--- config.mk ---
export PLATFORM = sky130hd
export DESIGN_NAME = layered_matrix_keypad_scanner
export DESIGN_NICKNAME = d
export VERILOG_FILES = /design/src/lmks_pkg.sv /design/src/layered_matrix_keypad_scanner.sv
export SDC_FILE = /design/constraint.sdc
export NUM_CORES = 1
export LEC_CHECK = 0
export BUFFER_PORTS_ARGS = -buffer_cell sky130_fd_sc_hd__buf_2
export CAP_MARGIN = 20
export CORE_UTILIZATION = 40
export DETAILED_ROUTE_END_ITERATION = 8
export GPL_ROUTABILITY_DRIVEN = 0
export HOLD_SLACK_MARGIN = 0.03
export SYNTH_ARGS = -nofsm -noshare
export SYNTH_HDL_FRONTEND = slang
export SYNTH_SLANG_ARGS = --single-unit
--- constraint.sdc ---
create_clock -name clk -period 5.5 [get_ports clk]
set_clock_uncertainty 0.15 [all_clocks]
set_input_delay 0.825 -clock clk [delete_from_list [all_inputs] [get_ports clk]]
set_output_delay 0.825 -clock clk [all_outputs]
set_load 0.02 [all_outputs]
--- src/lmks_pkg.sv ---
// ----------------------------------------------------------------------------
// lmks_pkg
// Shared types, codes and the character table of the layered keypad scanner.
// ----------------------------------------------------------------------------
package lmks_pkg;

  localparam int unsigned ROWS     = 4;
  localparam int unsigned COLS     = 4;
  localparam int unsigned LAYERS   = 3;
  localparam int unsigned DEB_W    = 16;

  typedef logic [COLS-1:0]  col_t;
  typedef logic [ROWS-1:0]  row_drv_t;
  typedef logic [1:0]       row_idx_t;
  typedef logic [1:0]       layer_t;
  typedef logic [7:0]       char_t;
  typedef logic [DEB_W-1:0] deb_t;

  typedef enum logic [2:0] {
    EV_NONE   = 3'd0,
    EV_CHAR   = 3'd1,
    EV_LAYER  = 3'd2,
    EV_DELETE = 3'd3,
    EV_SUBMIT = 3'd4,
    EV_TERM   = 3'd5
  } event_kind_t;

  localparam col_t     COLS_IDLE = 4'h0F;
  localparam row_drv_t ROW_ALL   = 4'h0;
  localparam deb_t     DEB_RESET = 16'd20;

  localparam char_t CH_LAYER  = 8'h23; // '#'
  localparam char_t CH_TERM   = 8'h3B; // ';'
  localparam char_t CH_DELETE = 8'h26; // '&'
  localparam char_t CH_SUBMIT = 8'h3D; // '='

  // index is {layer, row}, entry is the column
  localparam logic [0:LAYERS*ROWS-1][0:COLS-1][7:0] KEY_TABLE = '{
    '{"0", "1", "2", "3"}, '{"4", "5", "6", "7"},
    '{"8", "9", "@", "~"}, '{" ", "&", "=", "#"},
    '{"a", "b", "c", "d"}, '{"e", "f", "g", "h"},
    '{"i", "j", "n", "k"}, '{"l", "m", "=", "#"},
    '{"o", "p", "q", "r"}, '{"s", "t", "u", "v"},
    '{"w", "x", "y", "z"}, '{":", ";", "=", "#"}
  };

  typedef struct packed {
    logic     hit;
    row_idx_t col;
  } col_hit_t;

  function automatic row_drv_t row_pattern(input row_idx_t row);
    row_pattern = ~(row_drv_t'(1) << row);
  endfunction

  // exactly one low column decodes, anything else misses
  function automatic col_hit_t column_of(input col_t cols);
    col_hit_t r;
    r = '{hit: 1'b0, col: 2'd0};
    case (cols)
      4'h0E: r = '{hit: 1'b1, col: 2'd0};
      4'h0D: r = '{hit: 1'b1, col: 2'd1};
      4'h0B: r = '{hit: 1'b1, col: 2'd2};
      4'h07: r = '{hit: 1'b1, col: 2'd3};
      default: r = '{hit: 1'b0, col: 2'd0};
    endcase
    return r;
  endfunction

endpackage

--- src/layered_matrix_keypad_scanner.sv ---
// ----------------------------------------------------------------------------
// layered_matrix_keypad_scanner
// 4x4 keypad scan state machine with debounce and three character layers.
// ----------------------------------------------------------------------------
// an accepted item passes the input register and then the output register
// throughput: one item per cycle while out_stall does not hold the output, set by the scan state update
// an input register and an output register part the two channels
// reset (rst, synchronous): wait for release, layer 0, last key 0,
// debounce_ticks 20, both stages empty
module layered_matrix_keypad_scanner (
  input  logic                   clk,
  input  logic                   rst,
  input  logic                   cfg_valid,
  output logic                   cfg_ready,
  input  lmks_pkg::deb_t         cfg_data,
  input  logic                   in_valid,
  output logic                   in_stall,
  input  lmks_pkg::col_t         col_pins,
  output logic                   out_valid,
  input  logic                   out_stall,
  output lmks_pkg::row_drv_t     row_drive,
  output logic [2:0]             event_kind,
  output lmks_pkg::char_t        key_code,
  output lmks_pkg::layer_t       layer_now
);
  import lmks_pkg::*;

  typedef enum logic [1:0] {
    PH_RELEASE  = 2'd0,
    PH_PRESS    = 2'd1,
    PH_DEBOUNCE = 2'd2,
    PH_SCAN     = 2'd3
  } phase_t;

  deb_t     debounce_ticks;
  phase_t   scan_phase, scan_phase_next;
  row_idx_t row_index, row_index_next;
  deb_t     debounce_count, debounce_count_next;
  layer_t   key_layer, key_layer_next;
  char_t    last_key, last_key_next;

  logic     in_v;
  col_t     cols;
  logic     advance;

  row_drv_t    drive_next;
  event_kind_t kind_next;
  char_t       code_next;

  deb_t     limit;
  deb_t     count_inc;
  layer_t   lay;
  row_idx_t row_inc;
  col_hit_t hit;
  char_t    key;

  assign cfg_ready = 1'b1;
  assign advance   = !out_valid || !out_stall;
  assign in_stall  = in_v && !advance;

  always_comb begin
    scan_phase_next     = scan_phase;
    row_index_next      = row_index;
    debounce_count_next = debounce_count;
    key_layer_next      = key_layer;
    last_key_next       = last_key;
    drive_next          = ROW_ALL;
    kind_next           = EV_NONE;
    code_next           = '0;
    limit     = (debounce_ticks == '0) ? deb_t'(1) : debounce_ticks;
    count_inc = debounce_count + deb_t'(1);
    lay       = (key_layer == 2'd3) ? 2'd0 : key_layer;
    row_inc   = row_index + 2'd1;
    hit       = column_of(cols);
    key       = hit.hit ? KEY_TABLE[{lay, row_index}][hit.col] : last_key;
    case (scan_phase)
      PH_RELEASE: begin
        if (cols == COLS_IDLE) scan_phase_next = PH_PRESS;
      end
      PH_PRESS: begin
        if (cols != COLS_IDLE) begin
          debounce_count_next = '0;
          scan_phase_next     = PH_DEBOUNCE;
        end
      end
      PH_DEBOUNCE: begin
        debounce_count_next = count_inc;
        if (count_inc >= limit) begin
          if (cols != COLS_IDLE) begin
            row_index_next  = 2'd0;
            scan_phase_next = PH_SCAN;
            drive_next      = row_pattern(2'd0);
          end else begin
            scan_phase_next = PH_PRESS;
          end
        end
      end
      PH_SCAN: begin
        if (cols == COLS_IDLE) begin
          row_index_next = row_inc;
          drive_next     = row_pattern(row_inc);
        end else begin
          // a non one-hot pattern reports the previous key again
          last_key_next   = key;
          code_next       = key;
          scan_phase_next = PH_RELEASE;
          if (key == CH_LAYER) begin
            kind_next      = EV_LAYER;
            key_layer_next = (lay == 2'd2) ? 2'd0 : lay + 2'd1;
          end else if (key == CH_TERM) begin
            kind_next = EV_TERM;
          end else if (key == CH_DELETE) begin
            kind_next = EV_DELETE;
          end else if (key == CH_SUBMIT) begin
            kind_next = EV_SUBMIT;
          end else begin
            kind_next = EV_CHAR;
          end
        end
      end
      default: scan_phase_next = PH_RELEASE;
    endcase
  end

  always_ff @(posedge clk) begin
    if (rst) begin
      debounce_ticks <= DEB_RESET;
      scan_phase     <= PH_RELEASE;
      row_index      <= '0;
      debounce_count <= '0;
      key_layer      <= '0;
      last_key       <= '0;
      in_v           <= 1'b0;
      out_valid      <= 1'b0;
    end else begin
      if (cfg_valid && cfg_ready) debounce_ticks <= cfg_data;
      if (!in_stall) begin
        in_v <= in_valid;
        if (in_valid) cols <= col_pins;
      end
      if (advance) begin
        out_valid <= in_v;
        if (in_v) begin
          scan_phase     <= scan_phase_next;
          row_index      <= row_index_next;
          debounce_count <= debounce_count_next;
          key_layer      <= key_layer_next;
          last_key       <= last_key_next;
          row_drive      <= drive_next;
          event_kind     <= kind_next;
          key_code       <= code_next;
          layer_now      <= key_layer_next;
        end
      end
    end
  end

  a_event_rows_low: assert property (@(posedge clk) disable iff (rst)
    out_valid && event_kind != EV_NONE |-> row_drive == ROW_ALL)
    else $error("event reported while a row is still selected");

  a_no_event_no_code: assert property (@(posedge clk) disable iff (rst)
    out_valid && event_kind == EV_NONE |-> key_code == '0)
    else $error("key code set without an event");

  a_layer_range: assert property (@(posedge clk) disable iff (rst)
    key_layer != 2'd3)
    else $error("key layer out of range");

  a_stall_only_full: assert property (@(posedge clk) disable iff (rst)
    in_stall |-> in_v && out_valid && out_stall)
    else $error("input stalled while the pipeline can move");

  a_scan_drives_row: assert property (@(posedge clk) disable iff (rst)
    out_valid && event_kind == EV_NONE && scan_phase == PH_SCAN
    |-> row_drive == row_pattern(row_index))
    else $error("scan row drive does not match row index");

endmodule

* After elaboration in Yosys (flattened, before gate mapping)
Memories as Yosys holds them, arrays and structs flattened.
Cells that the tools add are included.
** Cells by class
- Shift operators :: 1
- Multiplexer cells :: 33
- Bitwise logic cells :: 7
- Reduce and logical (&&, ||, !) cells :: 18
- Magnitude comparators :: 3
- $add $sub $neg :: 3
- Equal/unequal tests :: 21
** Operators by type and width (number)
- two-way mux 32 bit :: 2
- == test 8 x 6 -> 1 bit (second input constant) :: 4
- two-way mux 16 bit :: 2
- case mux 16 bit (2 select lines) :: 1
- two-way mux 2 bit :: 14
- two-way mux 8 bit :: 3
- adder 16 x 1 -> 16 bit (second input constant) :: 1
- binary-select mux 8 bit (select 2 bit) :: 1
- == test 4 bit (second input constant) :: 4
- greater-or-equal comparator 16 bit :: 1
- zero test 16 bit :: 1
- two-way mux 4 bit :: 3
- != test 2 bit (second input constant) :: 6
- case mux 3 bit (4 select lines) :: 1
- AND reduction 6 bit :: 2
- two-way mux 3 bit :: 3
- == test 2 bit (second input constant) :: 4
- case mux 2 bit (4 select lines) :: 1
- case mux 4 bit (2 select lines) :: 1
- AND reduction 4 bit :: 2
- AND reduction 3 bit :: 2
- greater-or-equal comparator 5 bit (second input constant) :: 1
- inverter 4 -> 5 bit :: 1
- adder 2 x 1 -> 2 bit (second input constant) :: 2
- 17 further kinds :: 23
** Word-level totals
- Output and inout bits :: 20
- Word-level logic and storage cells :: 101
- Flip-flop bits (word level) :: 69
- Memories kept :: 1
- Bits of input ports :: 25
- Bits in read-only memories :: 512
** Memory list
- (no name shown) :: words 16, bits a word 32, rd ports 1, clocked after memory_dff 0, write ports 0, line layered_matrix_keypad_scanner.sv:75 : key = hit.hit ? KEY_TABLE[{lay, row_index}][hit.col] : last_key;

* Logic depth before layout (Yosys ltp)
Gate-level depths: netlist (run 1).
- Word-level depth :: 15
- Gate-level depth with buffers :: 17

* Worst setup path after synthesis (run 1)
No wires, ideal clock.
- Path kind :: register to register
- Start point :: reg debounce_count[0]
- End point :: reg row_index[1]
- Library setup time :: 92 ps
- Setup slack :: 1998 ps
- Period minus slack after synthesis :: 3502 ps
- Arrival :: 3260 ps
- Cell stages (with the launch flop) :: 18
- Path through :: dfxtp_1 -> ha_1 -> and3_1 -> clkbuf_1 -> and3_1 -> and3_1 -> and3_1 -> nand3_1 -> xnor2_1 -> ha_1 -> nand4_1 -> nor2_1 -> a21oi_1 -> o211ai_1 -> a41oi_1 -> nor3_1 -> o211a_1 -> o32ai_1
** Between the ends
- Cells in the longest elaborated chain, start to end :: 4
** Ends and longest elaborated chain
- start: declaration :: line layered_matrix_keypad_scanner.sv:38 : deb_t debounce_count, debounce_count_next;
- start signal: assignment :: line layered_matrix_keypad_scanner.sv:146 : debounce_count <= debounce_count_next;
- adder 16 x 1 -> 16 bit :: line layered_matrix_keypad_scanner.sv:71 : count_inc = debounce_count + deb_t'(1);
- greater-or-equal comparator 16 bit :: line layered_matrix_keypad_scanner.sv:88 : if (count_inc >= limit) begin
- != test 2 bit (no source line)
- AND reduction 6 bit (no source line)
- end signal: assignment :: line layered_matrix_keypad_scanner.sv:145 : row_index <= row_index_next;
- end: declaration :: line layered_matrix_keypad_scanner.sv:37 : row_idx_t row_index, row_index_next;
No other way between the ends.
A chain may end at the register's enable or synchronous reset.

* Worst setup path after layout (run 1)
Ends and elaborated chain as after synthesis.

==> impl_metrics.tcl, run 1 <==
set metrics [dict create \
    finalSetupViolCount 0 \
    fin_cells 645 \
    async_flop_share_pct 0 \
    drtPass1Iterations 4 \
    syn-num-nets 525 \
    met3_length_microns 532 \
    cp_top_family "simple AND/OR/NAND/NOR gates" \
    yosysMostFrequentCell "nor2_1" \
    cts_buffers 9 \
    yosysTopAreaCell "dfxtp_1" \
    wl_mm 9.36 \
    antenna_cells 0 \
    cp-start-kind "register" \
    synth_area_per_cell_sq_um 8.66 \
    preCtsSetupSlack_ns 1.68 \
    final_nets 558 \
    wl_per_cell_microns 14.5 \
    num_io_pins 45 \
    drive_above_1_share_pct 14.6 \
    hold_violations 0 \
    path_clk_slew_ns 0.08 \
    tightest_slew_ns 0.929 \
    grtUsageTotal_pct 19.0 \
    hold_buffers 0 \
    crit_slowest_cell "nor3_1" \
    detail-route-antenna-nets 0 \
    finish.instance_area_sq_mm 0.00467 \
    leakagePower_nw 1.97 \
    core_sq_mm 0.00986 \
    dp_hpwl_mm 6.62 \
    route.met2.wl_mm 4.28 \
    antenna_found_initial 0 \
    worst_slack_ns 1.59 \
    htreeDepth 3 \
    post_dp_cell_area_sq_mm 0.00439 \
    critPathCaptureType "register" \
    finalCritPeriodShare_pct 71.1 \
    met1_length_mm 4.51 \
    grt_first_pass_wirelength_mm 15.4 \
    root_buffer "clkbuf_8" \
    die_w_microns 103 \
    cp_cell_sequence "nand3_1 > nor3_1 > and3_1 > and3_1 > nand3_1 > xnor2_1 > ha_1 > nand4_1 > nor2_1 > a21oi_1 > o211ai_1 > a41oi_1 > nor3_1 > o211a_1 > o32ai_1" \
    max_slew_margin_pct 38.1 \
    peakVddDrop_v 0.000151 \
    grt-ovfl-total 0 \
    yosys_warnings 0 \
    rsz0062_at_grt "false" \
    start_util_pct 41.6 \
    cts_buffer_depth 2 \
    area_growth_pct 13.8 \
    grt_max_degree 48 \
    period_minus_slack_ns 3.91 \
    ys.flop_type "dfxtp_1" \
    status "finished clean" \
    synth_area_leaders "dfxtp_1 (23%), edfxtp_1 (15%), ha_1 (7.9%)" \
    synth-seq-cells 69 \
    worstSkewPairLatency_ns 0.34 \
    drtIter0Drc 153 \
    arrival_ns 4.02 \
    critPathKind "register to register" \
    critical_path_buf_inv_count 0 \
    drv_slew 0 \
    yosysTopAreaCellShare_pct 23.4 \
    ctsResizeCount 0 \
    syn_area_sq_mm 0.00410 \
    num_vias 3471 \
    top_layer_used "met4" \
    cts_setup_buffers 0 \
    drv_cap 0 \
    yosysSeqAreaShare_pct 38.8 \
    die_h_microns 103 \
    synthTopCellsByCount "nor2_1 (67), dfxtp_1 (48), nand2_1 (35)" \
    fp-row-count 36 \
    pwr_density_cell_mw_per_mm2 255 \
    drcViolationCount 0 \
    clock_sinks 69 \
    tns_ns 0 \
    syn_inst 474 \
    tritoncts "done" \
    cp_slowest_stage_delay_ns 0.52 \
    die_area_sq_mm 0.0107 \
    portBuffers 43 \
    crit_fanout 5 \
    viasPerCell 5.38 \
    total_power_mw 1.19 \
    max_freq_mhz 256 \
    cp.required_ns 5.60 \
    synth-edff-count 21 \
    holdCritPathClass "register to register" \
    dp_cells 628 \
    synth.distinct_cells 64 \
    grt_pass1_vias 3189 \
]
[per-layer routing]
metal  vias up  track usage [%]
met5         -                0
met1      1619             26.2
met2        90             29.4
met3         4             4.77
li1       1758                -
met4         0             5.63
[state kept, by name (all words and copies together), names as in the netlist, 2 cells and up]
name,flops
event_kind,3
row_drive,4
debounce_ticks,16
scan_phase,2
last_key,8
cols,4
key_layer,2
debounce_count,16
layer_now,2
key_code,8
row_index,2
[cell families (layout without fill, tap and decap cells)]
| group | after synthesis | in the layout | share of synthesized area, % |
|---|---|---|---|
| AND/OR/NAND/NOR | 177 | 177 | 20.9 |
| AO/OA/AOI/OAI | 110 | 110 | 17.5 |
| flip-flops | 69 | 69 | 38.8 |
| buffers and inverters | 51 | 89 | 5.15 |
| adder cells (fa/ha/maj) | 26 | 26 | 7.93 |
| XOR/XNOR | 20 | 20 | 4.63 |
| multiplexers | 20 | 20 | 4.97 |
| other | 1 | 1 | 0.0914 |
[placed cells by master, fill, tap and decap left out, drive strengths merged, types with 3 or more instances in the layout]
master,count
edfxtp,21
o31ai,3
a221oi,3
nor2,69
a211oi,6
a21o,5
xor2,11
and3,11
nand2,35
dfxtp,48
o21ai,22
nor3,13
inv,28
o22ai,5
mux2i,17
a22oi,5
nand4,6
mux2,3
xnor2,9
nand3b,4
and2,4
nand2b,7
nand3,10
ha,26
nor4,7
buf,46
bufinv,4
a31oi,4
nor2b,3
a21oi,30
o211ai,5
o21a,5
clkbuf,9
[report_power, final]
part           total, mW  switching [mW]  internal, mW
clock network      0.558           0.208         0.350
registers          0.547          0.0116         0.535
logic             0.0840          0.0513        0.0326
total               1.19           0.271         0.918
[final cells by class]
cell class / instances / area, sq um
Clock buffer: 9 / 124
Clock inverter: 7 / 146
Fill cell: 952 / 5200
Inverter: 27 / 101
Multi-Input combinational cell: 354 / 2300
Sequential cell: 69 / 1590
Tap cell: 133 / 166
Timing Repair Buffer: 46 / 238
[final timing paths]
check / start / to / slack (ns) / depth (start not counted)
max reg2reg: debounce_count[0]$_SDFFE_PP0P_ / row_index[1]$_SDFFE_PP0P_ / 1.59 / 15
max: debounce_count[0]$_SDFFE_PP0P_ / row_index[1]$_SDFFE_PP0P_ / 1.59 / 15
min: last_key[0]$_SDFFE_PP0P_ / last_key[0]$_SDFFE_PP0P_ / 0.32 / 2
min reg2reg: last_key[0]$_SDFFE_PP0P_ / last_key[0]$_SDFFE_PP0P_ / 0.32 / 2
[worst register-to-register path: stages, from the launching register on]
cell and delay (ns):
dfxtp_1 0.41, nand3_1 0.20, nor3_1 0.52, and3_1 0.33, and3_1 0.28, nand3_1 0.13
xnor2_1 0.23, ha_1 0.28, nand4_1 0.10, nor2_1 0.07, a21oi_1 0.12, o211ai_1 0.10
a41oi_1 0.29, nor3_1 0.15, o211a_1 0.26, o32ai_1 0.20
[metrics by stage]
stage / hold WS (ns) / utilization, %
6_report: 0.316 / 47.3
5_1_grt: 0.349 / 47.3
4_1_cts: 0.317 / 47.2
3_5_place_dp: 0.305 / 44.5
3_3_place_gp: 0.303 / 44.5
2_1_floorplan: 0.286 / -
Note: power is estimated with default switching activity, not from simulation.
==> run 2: changes to the inputs <==
==> constraint.sdc (replaced) <==
create_clock -name clk -period 3.8 [get_ports clk]
set_clock_uncertainty 0.15 [all_clocks]
set_input_delay 0.57 -clock clk [delete_from_list [all_inputs] [get_ports clk]]
set_output_delay 0.57 -clock clk [all_outputs]
set_load 0.02 [all_outputs]
==> run 2 against run 1 <==
Against the previous run: sequential power rose by 45%; sequential cell count stayed put; critical endpoint is now scan_phase[1]$_SDFFE_PP0P_; wire length is 1.7% lower; via count increased by 0.63%; setup slack worse by 1.3 ns; non-clock buffer count grew 5; sequential share of layout area shrank 0.25 points; final cell count is 0.78% higher; first-iteration DRC count grew 46%; critical path depth up 1.
==> impl_metrics.tcl, run 2 (synthesis results as in run 1) <==
set metrics [dict create \
    status "finished clean" \
    htreeDepth 3 \
    post_dp_cell_area_sq_mm 0.00444 \
    worstSkewPairLatency_ns 0.36 \
    critical_path_buf_inv_count 0 \
    cts_buffers 9 \
    grt_max_degree 48 \
    clock_sinks 69 \
    drv_cap 0 \
    dp_hpwl_mm 6.64 \
    pwr_density_cell_mw_per_mm2 342 \
    final_common_cell "nor2_1" \
    utilization_pct 47.7 \
    tritoncts "done" \
    core_sq_mm 0.00986 \
    holdWs_ns 0.238 \
    p_int_mw 1.20 \
    holdCritPathClass "input port to register" \
    num_io_pins 45 \
    viasPerCell 5.37 \
    grt_pass1_vias 3050 \
    cp.required_ns 3.84 \
    period_minus_slack_ns 3.56 \
    grt-ovfl-total 0 \
    antenna_cells 0 \
    cp-start-kind "register" \
    p_comb_share_pct 7.7 \
    cts_buffer_depth 2 \
    p_clk_share_pct 43.2 \
    preCtsSetupSlack_ns 0.0878 \
    critPathCaptureType "register" \
    cp_slowest_stage_delay_ns 0.38 \
    wl_mm 9.20 \
    critPathKind "register to register" \
    finish.instance_area_sq_mm 0.00471 \
    grt_first_pass_wirelength_mm 14.7 \
    drtIter0Drc 224 \
    drv_slew 0 \
    finalSetupViolCount 0 \
    top_regs "debounce_count x16, debounce_ticks x16" \
    cp_cell_sequence "ha_2 > and3_1 > and3_2 > and3_4 > and3_2 > nand3_1 > xnor2_2 > ha_1 > nand4_1 > nor2_2 > a21oi_1 > o211ai_1 > a41oi_2 > or3_1 > a21oi_1 > nor4_1" \
    cts_setup_buffers 0 \
    path_clk_slew_ns 0.08 \
    arrival_ns 3.61 \
    grtUsageTotal_pct 18.2 \
    final_nets 563 \
    die_w_microns 103 \
    finalCritPeriodShare_pct 93.8 \
    area_growth_pct 14.7 \
    die_area_sq_mm 0.0107 \
    tightest_slew_ns 0.915 \
    wl_per_cell_microns 14.1 \
    die_h_microns 103 \
    antenna_found_initial 0 \
    power_frac_seq_pct 49.1 \
    drtPass1Iterations 5 \
    swShare_pct 25.4 \
    max_slew_margin_pct 39.0 \
    drive_above_1_share_pct 17.6 \
    num_vias 3493 \
    drcViolationCount 0 \
    root_buffer "clkbuf_8" \
    peakVddDrop_v 0.000164 \
    final_cell_mix "nor2_1 (66), dfxtp_1 (47), buf_2 (43)" \
    portBuffers 43 \
    detail-route-antenna-nets 0 \
    cp_top_family "simple AND/OR/NAND/NOR gates" \
    min_path_cells 1 \
    worst-path-stages 16 \
    p_switching_mw 0.410 \
    crit_fanout 4 \
    worst_slack_ns 0.237 \
    start_util_pct 41.6 \
    fp-row-count 36 \
    max_freq_mhz 281 \
    rr_worst_depth 16 \
    hold_violations 0 \
    leakagePower_nw 1.98 \
    crit_slowest_cell "dfxtp_1" \
]
-- run 2: cell count changes in the layout (fill, tap and decap cells not counted), moves of 2 or more --
| cell | before | now |
|---|---|---|
| buf_4 | 3 | 8 |
| and3_1 | 11 | 8 |
| and3_2 | 0 | 2 |
| bufinv_16 | 4 | 2 |
| inv_6 | 1 | 3 |
| nor3_1 | 12 | 10 |
| nor3_2 | 1 | 3 |
-- run 2: through the flow --
step / total power [mW] / cells / setup TNS (ns)
2_1_floorplan: 0.892 / 474 / 0
3_3_place_gp: 0.929 / 634 / 0
3_5_place_dp: 0.931 / 634 / 0
4_1_cts: 1.63 / 650 / 0
5_1_grt: 1.68 / 650 / -0.0125
6_report: 1.61 / 650 / 0
-- run 2: cell type report --
class | count | area (sq um)
fillers | 961 | 5160
multi-input cells | 354 | 2340
flip-flops and latches | 69 | 1590
repair buffers | 51 | 275
well taps | 133 | 166
clock buffers | 9 | 124
clock inverters | 7 | 104
inverters | 27 | 101
-- run 2: power by group through the flow --
stage	combinational, mW	clock, mW	sequential (mW)
global placement	0.121	0	0.808
global route	0.138	0.745	0.795
floorplan	0.0842	0	0.808
CTS	0.124	0.716	0.791
finish	0.124	0.697	0.791
detailed placement	0.123	0	0.808
-- run 2: final timing paths --
| check | from | end | slack [ns] |
|---|---|---|---|
| worst max-delay path | debounce_count[1]$_SDFFE_PP0P_ | scan_phase[1]$_SDFFE_PP0P_ | 0.24 |
| worst max register to register | debounce_count[1]$_SDFFE_PP0P_ | scan_phase[1]$_SDFFE_PP0P_ | 0.24 |
| worst min-delay path | col_pins[1] | cols[1]$_DFFE_PP_ | 0.24 |
| worst min register to register | last_key[0]$_SDFFE_PP0P_ | last_key[0]$_SDFFE_PP0P_ | 0.33 |
-- run 2: worst reg2reg max path: cells and delay by family, from the launching register on --
| family | cells | cell delay, ns |
|---|---|---|
| AND/OR/NAND/NOR | 9 | 1.77 |
| adder cells (fa/ha/maj) | 2 | 0.52 |
| AO/OA/AOI/OAI | 4 | 0.43 |
| XOR/XNOR | 1 | 0.17 |
| flip-flops | 1 | 0.38 |
-- run 2: what timing repair did --
| action | in CTS | in global routing |
|---|---|---|
| resized for setup | 0 | 11 |
| endpoints found under the setup margin | 0 | 7 |
| hold buffers | 0 | 0 |
-- run 2: per-layer routing --
metal  wire length [microns]  global-route usage (%)  up-vias
li1                        -                       -     1760
met1                    4540                    26.0     1626
met2                    4020                    27.3      101
met3                     569                    4.50        6
met4                      76                    5.31        0
met5                       0                       0        -
==> run 3: changes to the inputs <==
--- a/config.mk
+++ b/config.mk
@@ -11,6 +11,7 @@
 export DETAILED_ROUTE_END_ITERATION = 8
 export GPL_ROUTABILITY_DRIVEN = 0
 export HOLD_SLACK_MARGIN = 0.03
+export RECOVER_POWER = 100
 export SYNTH_ARGS = -nofsm -noshare
 export SYNTH_HDL_FRONTEND = slang
 export SYNTH_SLANG_ARGS = --single-unit
==> run 3 against run 2 <==
Against the previous run: clock-buffer cell count unchanged; setup slack got worse by 0.0013 ns; first-iteration DRC count unchanged; combinational power about the same; power decreased by 0.11%; cell area decreased by 1.1%; worst hold slack improved by 0.0033 ns; register-to-register slack about the same; final cell count unchanged; highest routed layer unchanged.
==> impl_metrics.tcl, run 3 (synthesis results as in run 1) <==
set metrics [dict create \
    post_dp_cell_area_sq_mm 0.00444 \
    tritoncts "done" \
    cp_cell_sequence "ha_2 > and3_1 > and3_2 > and3_4 > and3_2 > nand3_1 > xnor2_2 > ha_1 > nand4_1 > nor2_2 > a21oi_1 > o211ai_1 > a41oi_2 > nor3_2 > o211a_1 > o32ai_1" \
    crit_slowest_cell "dfxtp_1" \
    drive_above_1_share_pct 12.4 \
    final_nets 563 \
    regToRegSetupSlack_ns 0.24 \
    root_buffer "clkbuf_8" \
    cts_buffer_depth 2 \
    grt_first_pass_wirelength_mm 14.7 \
    path_clk_slew_ns 0.08 \
    dp_cells 634 \
    met3_length_microns 407 \
    drv_slew 0 \
    drtIter0Drc 224 \
    finish.instance_area_sq_mm 0.00466 \
    viasPerCell 5.35 \
    utilization_pct 47.2 \
    hold_buffers 0 \
    cts_setup_buffers 0 \
    clock_sinks 69 \
    drcViolationCount 0 \
    portBuffers 43 \
    critPathCaptureType "register" \
    leakagePower_nw 1.91 \
    cp.required_ns 3.91 \
    fin_cells 650 \
    top_layer_used "met4" \
    peakVddDrop_v 0.000164 \
    min_path_cells 1 \
    tightest_slew_ns 1.04 \
    core_sq_mm 0.00986 \
    final_cell_mix "nor2_1 (66), dfxtp_1 (47), nand2_1 (35)" \
    die_w_microns 103 \
    wl_mm 9.24 \
    rr_worst_depth 16 \
    grt_pass1_vias 3050 \
    holdCritPathClass "input port to register" \
    grt-ovfl-total 0 \
    rr_startpoint "debounce_count[1]$_SDFFE_PP0P_" \
    antenna_cells 0 \
    hold_violations 0 \
    antenna_found_initial 0 \
    dp_hpwl_mm 6.64 \
    die_area_sq_mm 0.0107 \
    preCtsSetupSlack_ns 0.0878 \
    worstHoldEndpoint "cols[1]$_DFFE_PP_" \
    period_minus_slack_ns 3.56 \
    finalSetupViolCount 0 \
    max_slew_margin_pct 30.9 \
    top_regs "debounce_count x16, debounce_ticks x16" \
    holdWs_ns 0.241 \
    ctsResizeCount 0 \
    hold_path_startpoint "col_pins[1]" \
    worstSkewPairLatency_ns 0.35 \
    met1_length_mm 4.71 \
    max_freq_mhz 281 \
    crit_fanout 4 \
    drtPass1Iterations 5 \
    wl_per_cell_microns 14.2 \
    critical_path_buf_inv_count 0 \
    num_vias 3477 \
    pwr_density_cell_mw_per_mm2 346 \
    area_growth_pct 13.5 \
    critPathKind "register to register" \
    die_h_microns 103 \
    route.met2.wl_mm 4.05 \
    worst_slack_ns 0.236 \
    start_util_pct 41.6 \
    detail-route-antenna-nets 0 \
    worst_r2r_endpoint "row_index[1]$_SDFFE_PP0P_" \
    htreeDepth 3 \
    cts_buffers 9 \
    drv_cap 0 \
    final_common_cell "nor2_1" \
    finalCritPeriodShare_pct 93.8 \
    arrival_ns 3.67 \
    cp_top_family "simple AND/OR/NAND/NOR gates" \
    status "finished clean" \
    fp-row-count 36 \
    cp_slowest_stage_delay_ns 0.38 \
    grtUsageTotal_pct 18.2 \
    grt_max_degree 48 \
    cp-start-kind "register" \
    num_io_pins 45 \
    crit_top_cell "and3_2" \
]
[run 3: changes by cell type in the layout (fill, tap and decap cells not counted), sizes merged]
cell    change
clkbuf     +23
buf        -23
[run 3: how the worst max path moves through the flow]
stage / from / end / slack, ns / depth (start not counted)
after global routing: debounce_count[2]$_SDFFE_PP0P_ / row_index[1]$_SDFFE_PP0P_ / -0.01 / 15
after detailed placement: debounce_count[0]$_SDFFE_PP0P_ / row_index[1]$_SDFFE_PP0P_ / 0.09 / 16
after global placement: debounce_count[0]$_SDFFE_PP0P_ / row_index[1]$_SDFFE_PP0P_ / 0.19 / 16
after CTS: debounce_count[0]$_SDFFE_PP0P_ / row_index[1]$_SDFFE_PP0P_ / 0.05 / 16
after floorplan: debounce_count[0]$_SDFFE_PP0P_ / row_index[1]$_SDFFE_PP0P_ / 0.30 / 17
final: debounce_count[1]$_SDFFE_PP0P_ / row_index[1]$_SDFFE_PP0P_ / 0.24 / 16
[run 3: metal layers]
metal	vias up	track usage, %
met4	0	5.31
met3	7	4.50
met5	-	0
met2	71	27.3
li1	1764	-
met1	1635	26.0
[run 3: worst register-to-register path, delay by kind of cell, from the launching register on]
kind,cells,cell delay [ns]
fa+ha+maj,2,0.53
simple gates,8,1.31
flops,1,0.38
xor+xnor,1,0.17
compound gates,5,0.95
[run 3: per-stage QoR]
step,power (mW),TNS [ns]
floorplan,0.892,0
finish,1.61,0
CTS,1.63,0
global route,1.67,-0.0125
global placement,0.929,0
detailed placement,0.931,0
[run 3: area by class of cell]
cell class                      instances  area, sq um
Fill cell                             968         5210
Multi-Input combinational cell        354         2330
Sequential cell                        69         1590
Timing Repair Buffer                   51          236
Tap cell                              133          166
Clock buffer                            9          124
Clock inverter                          7          104
Inverter                               27          101
[run 3: power by group]
group / internal [mW] / switching, mW / leakage, nW / total [mW]
Clock: 0.379 / 0.319 / 0.115 / 0.697
Sequential: 0.775 / 0.0165 / 0.581 / 0.791
Combinational: 0.0456 / 0.0755 / 1.22 / 0.121
